**config.mk**
```make
export PLATFORM = sky130hd
export DESIGN_NAME = fsc_plane
export DESIGN_NICKNAME = d
export VERILOG_FILES = /design/src/rtl/core/fsc_pkg.sv /design/src/rtl/core/fsc_plane.sv
export SDC_FILE = /design/constraint.sdc
export NUM_CORES = 2
export LEC_CHECK = 0
export ABC_CLOCK_PERIOD_IN_PS = 13750
export BUFFER_PORTS_ARGS = -buffer_cell sky130_fd_sc_hd__buf_4
export CAP_MARGIN = 20
export CORE_MARGIN = 4
export CORE_UTILIZATION = 25
export DETAILED_ROUTE_END_ITERATION = 10
export GPL_TIMING_DRIVEN = 0
export PLACE_DENSITY = 0.43
export SLEW_MARGIN = 40
export SYNTH_ARGS = -nofsm -noshare
export SYNTH_HDL_FRONTEND = slang
export SYNTH_SLANG_ARGS = --single-unit
```
**constraint.sdc**
```tcl
create_clock -name clk -period 13.75 [get_ports clk]
set_input_delay 1.375 -clock clk [delete_from_list [all_inputs] [get_ports clk]]
set_output_delay 1.375 -clock clk [all_outputs]
set_load 0.005 [all_outputs]
```
**src/rtl/core/fsc_pkg.sv**
```systemverilog
`default_nettype none
// ----------------------------------------------------------------------------
// fsc_pkg
// Shared widths, counts and the stage-advance bundle for the frustum culler.
// ----------------------------------------------------------------------------
package fsc_pkg;

    localparam int NUM_PLANES  = 6;
    localparam int REG_COUNT   = 6;
    localparam int CFG_IDX_W   = 3;
    localparam int PLANE_W     = 64;

    localparam int NORM_W      = 12;
    localparam int OFS_W       = 28;
    localparam int NX_LSB      = 0;
    localparam int NY_LSB      = NX_LSB + NORM_W;
    localparam int NZ_LSB      = NY_LSB + NORM_W;
    localparam int OFS_LSB     = NZ_LSB + NORM_W;

    localparam int COORD_W     = 24;
    localparam int PROD_W      = COORD_W + NORM_W;
    localparam int DOT_W       = PROD_W + 2;
    localparam int DIFF_W      = OFS_W + 1;
    localparam int FRAC_SHIFT  = 10;
    localparam int LIM_W       = DIFF_W + FRAC_SHIFT;

    localparam int IN_TDATA_W  = 4 * COORD_W;
    localparam int OUT_TDATA_W = 8;

    typedef struct packed {
        logic s1;
        logic s2;
        logic s3;
    } fsc_adv_t;

endpackage
`default_nettype wire

```
**src/rtl/core/fsc_plane.sv**
```systemverilog
`default_nettype none
// ----------------------------------------------------------------------------
// fsc_plane
// Three-stage test of one sphere against one plane: products, dot and limit,
// then the strict compare that flags the sphere as outside.
// ----------------------------------------------------------------------------
module fsc_plane
    import fsc_pkg::*;
(
    input  wire logic                       clk,
    input  wire fsc_adv_t                   adv,
    input  wire logic [PLANE_W-1:0]         plane,
    input  wire logic signed [COORD_W-1:0]  center_x,
    input  wire logic signed [COORD_W-1:0]  center_y,
    input  wire logic signed [COORD_W-1:0]  center_z,
    input  wire logic [COORD_W-1:0]         radius,
    output logic                            outside
);

    logic signed [NORM_W-1:0] nx;
    logic signed [NORM_W-1:0] ny;
    logic signed [NORM_W-1:0] nz;
    logic signed [OFS_W-1:0]  ofs;

    logic signed [PROD_W-1:0] prod_x_next;
    logic signed [PROD_W-1:0] prod_y_next;
    logic signed [PROD_W-1:0] prod_z_next;
    logic signed [DIFF_W-1:0] diff_next;
    logic signed [PROD_W-1:0] prod_x_reg;
    logic signed [PROD_W-1:0] prod_y_reg;
    logic signed [PROD_W-1:0] prod_z_reg;
    logic signed [DIFF_W-1:0] diff_reg;

    logic signed [DOT_W-1:0]  dot_next;
    logic signed [LIM_W-1:0]  lim_next;
    logic signed [DOT_W-1:0]  dot_reg;
    logic signed [LIM_W-1:0]  lim_reg;

    logic                     outside_next;
    logic                     outside_reg;

    assign nx  = plane[NX_LSB +: NORM_W];
    assign ny  = plane[NY_LSB +: NORM_W];
    assign nz  = plane[NZ_LSB +: NORM_W];
    assign ofs = plane[OFS_LSB +: OFS_W];

    always_comb
    begin
        prod_x_next  = PROD_W'(nx) * PROD_W'(center_x);
        prod_y_next  = PROD_W'(ny) * PROD_W'(center_y);
        prod_z_next  = PROD_W'(nz) * PROD_W'(center_z);
        diff_next    = DIFF_W'(ofs) - $signed({1'b0, radius});
        dot_next     = DOT_W'(prod_x_reg) + DOT_W'(prod_y_reg) + DOT_W'(prod_z_reg);
        lim_next     = {diff_reg, {FRAC_SHIFT{1'b0}}};
        outside_next = LIM_W'(dot_reg) < lim_reg;
    end

    always_ff @(posedge clk)
    begin
        if (adv.s1)
        begin
            prod_x_reg <= prod_x_next;
            prod_y_reg <= prod_y_next;
            prod_z_reg <= prod_z_next;
            diff_reg   <= diff_next;
        end
        if (adv.s2)
        begin
            dot_reg <= dot_next;
            lim_reg <= lim_next;
        end
        if (adv.s3)
        begin
            outside_reg <= outside_next;
        end
    end

    assign outside = outside_reg;

endmodule
`default_nettype wire

```
# After elaboration in Yosys (flattened, before gate mapping)
# Cells that the tools add are included.
[classes]
addsub = 3
mul = 3
order_cmp = 1
[ops]
columns = ["cell", "count"]
rows = [
  ["12-bit by 24-bit multiplier with 36-bit output", 3],
  ["38-bit by 39-bit < comparator with 1-bit output", 1],
  ["37-bit by 36-bit adder with 38-bit output", 1],
  ["36-bit by 36-bit adder with 37-bit output", 1],
  ["28-bit by 25-bit subtractor with 29-bit output", 1],
]
[totals]
register_bits = 205
output_inout_bits = 1
word_cells = 14

# Logic depth before layout (Yosys ltp)
[depth]
word_depth = 2
ltp_mapped = 24
ltp_nobuf = 22

# Least setup slack after synthesis
# Ideal clock, no wire load.
[synth_path]
path_kind = "input-to-reg"
start = "input port center_z[5]"
end = "register prod_z_reg[35] (data pin)"
setup_ps = 264
arrival_time_ps = 6683
required_time_ps = 13486
setup_slack_ps = 6803
path_stages = 21
path_cell_list = "clkbuf_1 and2_1 fa_1 inv_1 fa_1 inv_1 fa_1 fa_1 inv_1 fa_1 inv_1 ha_1 or4_1 o2111a_1 or3_1 o31a_1 a21oi_2 o21ai_1 a41o_1 o41ai_2 xnor2_1"
[synth_via]
elab_chain_cells = 1
[synth_rtl]
columns = ["element", "line_no", "rtl"]
rows = [
  ["start, declared", "fsc_plane.sv:15", "input wire logic signed [COORD_W-1:0] center_z,"],
  ["12-bit by 24-bit multiplier with 36-bit output", "fsc_plane.sv:51", "prod_z_next = PROD_W'(nz) * PROD_W'(center_z);"],
  ["named net prod_z_next[35]", "fsc_plane.sv:27", "logic signed [PROD_W-1:0] prod_z_next;"],
  ["end signal, assigned", "fsc_plane.sv:64", "prod_z_reg <= prod_z_next;"],
  ["end, declared", "fsc_plane.sv:31", "logic signed [PROD_W-1:0] prod_z_reg;"],
]
# The timed path passes the listed nets, and every way through them passes these cells.
# A chain may end at the register's enable or synchronous reset.

# Worst setup path in the final report
[layout_path]
start = "input port plane[13]"
end = "register prod_y_reg[34] (data pin)"
[layout_via]
elab_chain_cells = 1
[layout_rtl]
columns = ["element", "line_no", "rtl"]
rows = [
  ["start, declared", "fsc_plane.sv:12", "input wire logic [PLANE_W-1:0] plane,"],
  ["12-bit by 24-bit multiplier with 36-bit output", "fsc_plane.sv:50", "prod_y_next = PROD_W'(ny) * PROD_W'(center_y);"],
  ["named net prod_y_next[34]", "fsc_plane.sv:26", "logic signed [PROD_W-1:0] prod_y_next;"],
  ["end signal, assigned", "fsc_plane.sv:63", "prod_y_reg <= prod_y_next;"],
  ["end, declared", "fsc_plane.sv:30", "logic signed [PROD_W-1:0] prod_y_reg;"],
]
# The timed path passes the listed nets, and every way through them passes these cells.

==> metrics.yaml <==
logic_synthesis:
  synth_xor_area_share_pct: 3.42
  synthArstFlopShare_pct: 0
  syn-mean-instance-area_sq_um: 9.52
  synth_cells: 4114
  synth_fa_ha_area_share_pct: 51.4
  yosys.area_share.simple_pct: 12.9
  ys_types: 58
  synth_top_family_by_area: "adder cells"
  synth_compound_area_share_pct: 6.38
  synth_ff_type: "edfxtp_1"
  synth-seq-cells: 195
  syn-cell-area_sq_mm: 0.0392
  synth-edff-count: 195
  syn-num-nets: 5401
  muxShareOfSynthArea_pct: 0
  yosysWarnings: 0
  ys_seq_area_share_pct: 15.0
placed_design:
  dp_hpwl_um: 91200
  portBuffers: 164
  gp_congestion: 0.798
min_path:
  hold_class: "reg -> reg"
layout:
  layout_commonest_cell: "inv_1"
  multi_input_area_sq_mm: 0.0290
  area_growth_pct: 11.4
  finalNetCount: 5586
  diodes: 0
  seq_area_sq_mm: 0.00586
  most-common-layout-cells: "995 x inv_1, 810 x fa_1, 622 x nand2_1"
  fill_cells: 16500
  drive_gt1_share_pct: 4.80
floorplanning:
  boundaryPins: 165
  coreArea_sq_mm: 0.155
  die_y_um: 404
  die_area_sq_mm: 0.163
  die_w_um: 404
  start_util_pct: 25.3
  rows: 144
timing:
  fin_crit_sh_pct: 55.0
  drv_slew: 0
  finalCriticalPeriod_ns: 7.56
  setup_viol: 0
  final.setup_skew_ns: 0.0146
  rsz0062_at_grt: "no"
  tns_ns: 0
  slew_headroom_pct: 45.9
  hold_violations: 0
  max_clock_freq_mhz: 132
  tightest_slew_ns: 0.811
setup_path:
  arrival_ns: 7.78
  start_kind: "input pin"
  critPathMaxFanout: 10
  critPathKind: "in -> reg"
  required_ns: 13.97
  endpoint_kind: "flop"
routing:
  vias: 26600
  ant_nets: 0
  dr.pass1.iters: 5
  wl_met1_um: 48200
  post_drt_wl_per_cell_um: 16.2
  drt_iter0_drc: 1064
  avgViaCountPerCell: 4.19
  met2_length_um: 51300
  route.met3.wl_um: 2650
  wl_um: 103000
  maxUsedRoutingLayer: "met4"
  remaining_drc_errors: 0
global_routing:
  grt_max_degree: 73
  grt_pass1_wl_um: 165000
  grtUsageTotal_pct: 12.9
  overflow: 0
  antenna_found_initial: 2
  grt_pass1_vias: 28600
cts:
  clock_latency_ns: 0.46
  cts.sinks: 195
  cts-root-buf: "clkbuf_16"
  clk_path_buf_depth: 2
  cts_max_level: 4
  hold_buffers: 0
  numCtsBuffers: 17
  cts.repair.resized: 0
  post-cts-setup-buffers: 0
  clk_pin_slew_ns: 0.08
  tritoncts: "built"
run:
  maxCapViolCount: 0
status:
  status: "finished, final reports clean"
through the flow:
stage / setup WS [ns] / instances / hold slack [ns] / area, sq um / utilization, %
detailed placement: 5.61 / 6324 / 0.405 / 43000 / 27.8
CTS: 6.09 / 6356 / 0.423 / 43600 / 28.2
global route: 5.83 / 6356 / 0.440 / 43600 / 28.2
floorplan: 6.80 / 4114 / 0.400 / 39200 / -
global placement: 5.65 / 6322 / 0.403 / 42900 / 27.7
finish: 6.19 / 6356 / 0.422 / 43600 / 28.2
cells in the mapped netlist (6+ instances only):
| master | count | area [sq um] |
|---|---|---|
| a31oi_1 | 11 | 68.8 |
| ha_1 | 313 | 3920 |
| nand3_1 | 25 | 125 |
| fa_1 | 810 | 16200 |
| o21a_1 | 28 | 210 |
| o31ai_1 | 6 | 45.0 |
| nor2b_1 | 25 | 156 |
| nor2_1 | 124 | 465 |
| nand4_1 | 16 | 100 |
| o21ai_0 | 61 | 305 |
| nand2b_1 | 32 | 200 |
| xor2_1 | 39 | 342 |
| o21ai_1 | 10 | 50.1 |
| edfxtp_1 | 195 | 5860 |
| and2_1 | 213 | 1330 |
| o21bai_1 | 16 | 120 |
| xnor2_1 | 114 | 998 |
| a211oi_1 | 9 | 67.6 |
| a211o_1 | 6 | 52.6 |
| nand2_1 | 622 | 2330 |
| o211ai_1 | 6 | 45.0 |
| a21oi_1 | 124 | 621 |
| nor3_1 | 22 | 110 |
| or3_1 | 9 | 56.3 |
| a21o_1 | 73 | 548 |
| inv_1 | 995 | 3730 |
| clkbuf_1 | 148 | 556 |
| and3_1 | 7 | 43.8 |
worst max-delay path: stages:
cell      delay (ns)
buf_4           0.18
clkbuf_1        0.58
nand2_1         0.16
fa_1            0.47
fa_1            0.52
fa_1            0.52
inv_1           0.05
fa_1            0.53
inv_1           0.05
fa_1            0.51
inv_1           0.05
ha_1            0.34
a211o_1         0.31
a211oi_1        0.29
nor3_1          0.16
a221oi_1        0.73
o21ai_1         0.27
a31oi_1         0.30
o41ai_1         0.12
a21oi_1         0.18
xnor2_1         0.08
metal layers:
| layer | global-route usage, % | vias to the layer above |
|---|---|---|
| met5 | 0 | - |
| met4 | 1.43 | 0 |
| met3 | 1.19 | 48 |
| met2 | 22.6 | 338 |
| met1 | 18.0 | 13500 |
| li1 | - | 12800 |
worst paths after layout:
check / startpoint / to / slack [ns] / depth (start not counted)
setup / recovery: plane[13] / prod_y_reg[34] / 6.19 / 21
hold / removal: diff_reg[16] / lim_reg[26] / 0.42 / 0
setup reg to reg: prod_x_reg[4] / dot_reg[36] / 9.47 / 12
hold reg to reg: diff_reg[16] / lim_reg[26] / 0.42 / 0
logic make-up after synthesis:
logic type / after synthesis
compound gates: 389
simple gates: 1111
xor+xnor: 153
flops: 195
buf+inv: 1143
fa+ha+maj: 1123
layout make-up:
class / instances / area share [%]
clock buffers: 17 / 0.975
well taps: 2044 / 5.86
flip-flops and latches: 195 / 13.4
repair buffers: 166 / 2.97
plain buffers: 148 / 1.28
multi-input cells: 2776 / 66.5
inverters: 995 / 8.56
clock inverters: 15 / 0.430
Power is left out: the tool's default activity adds up to more than one toggle a clock period on the data nets, which glitch-free logic cannot reach.
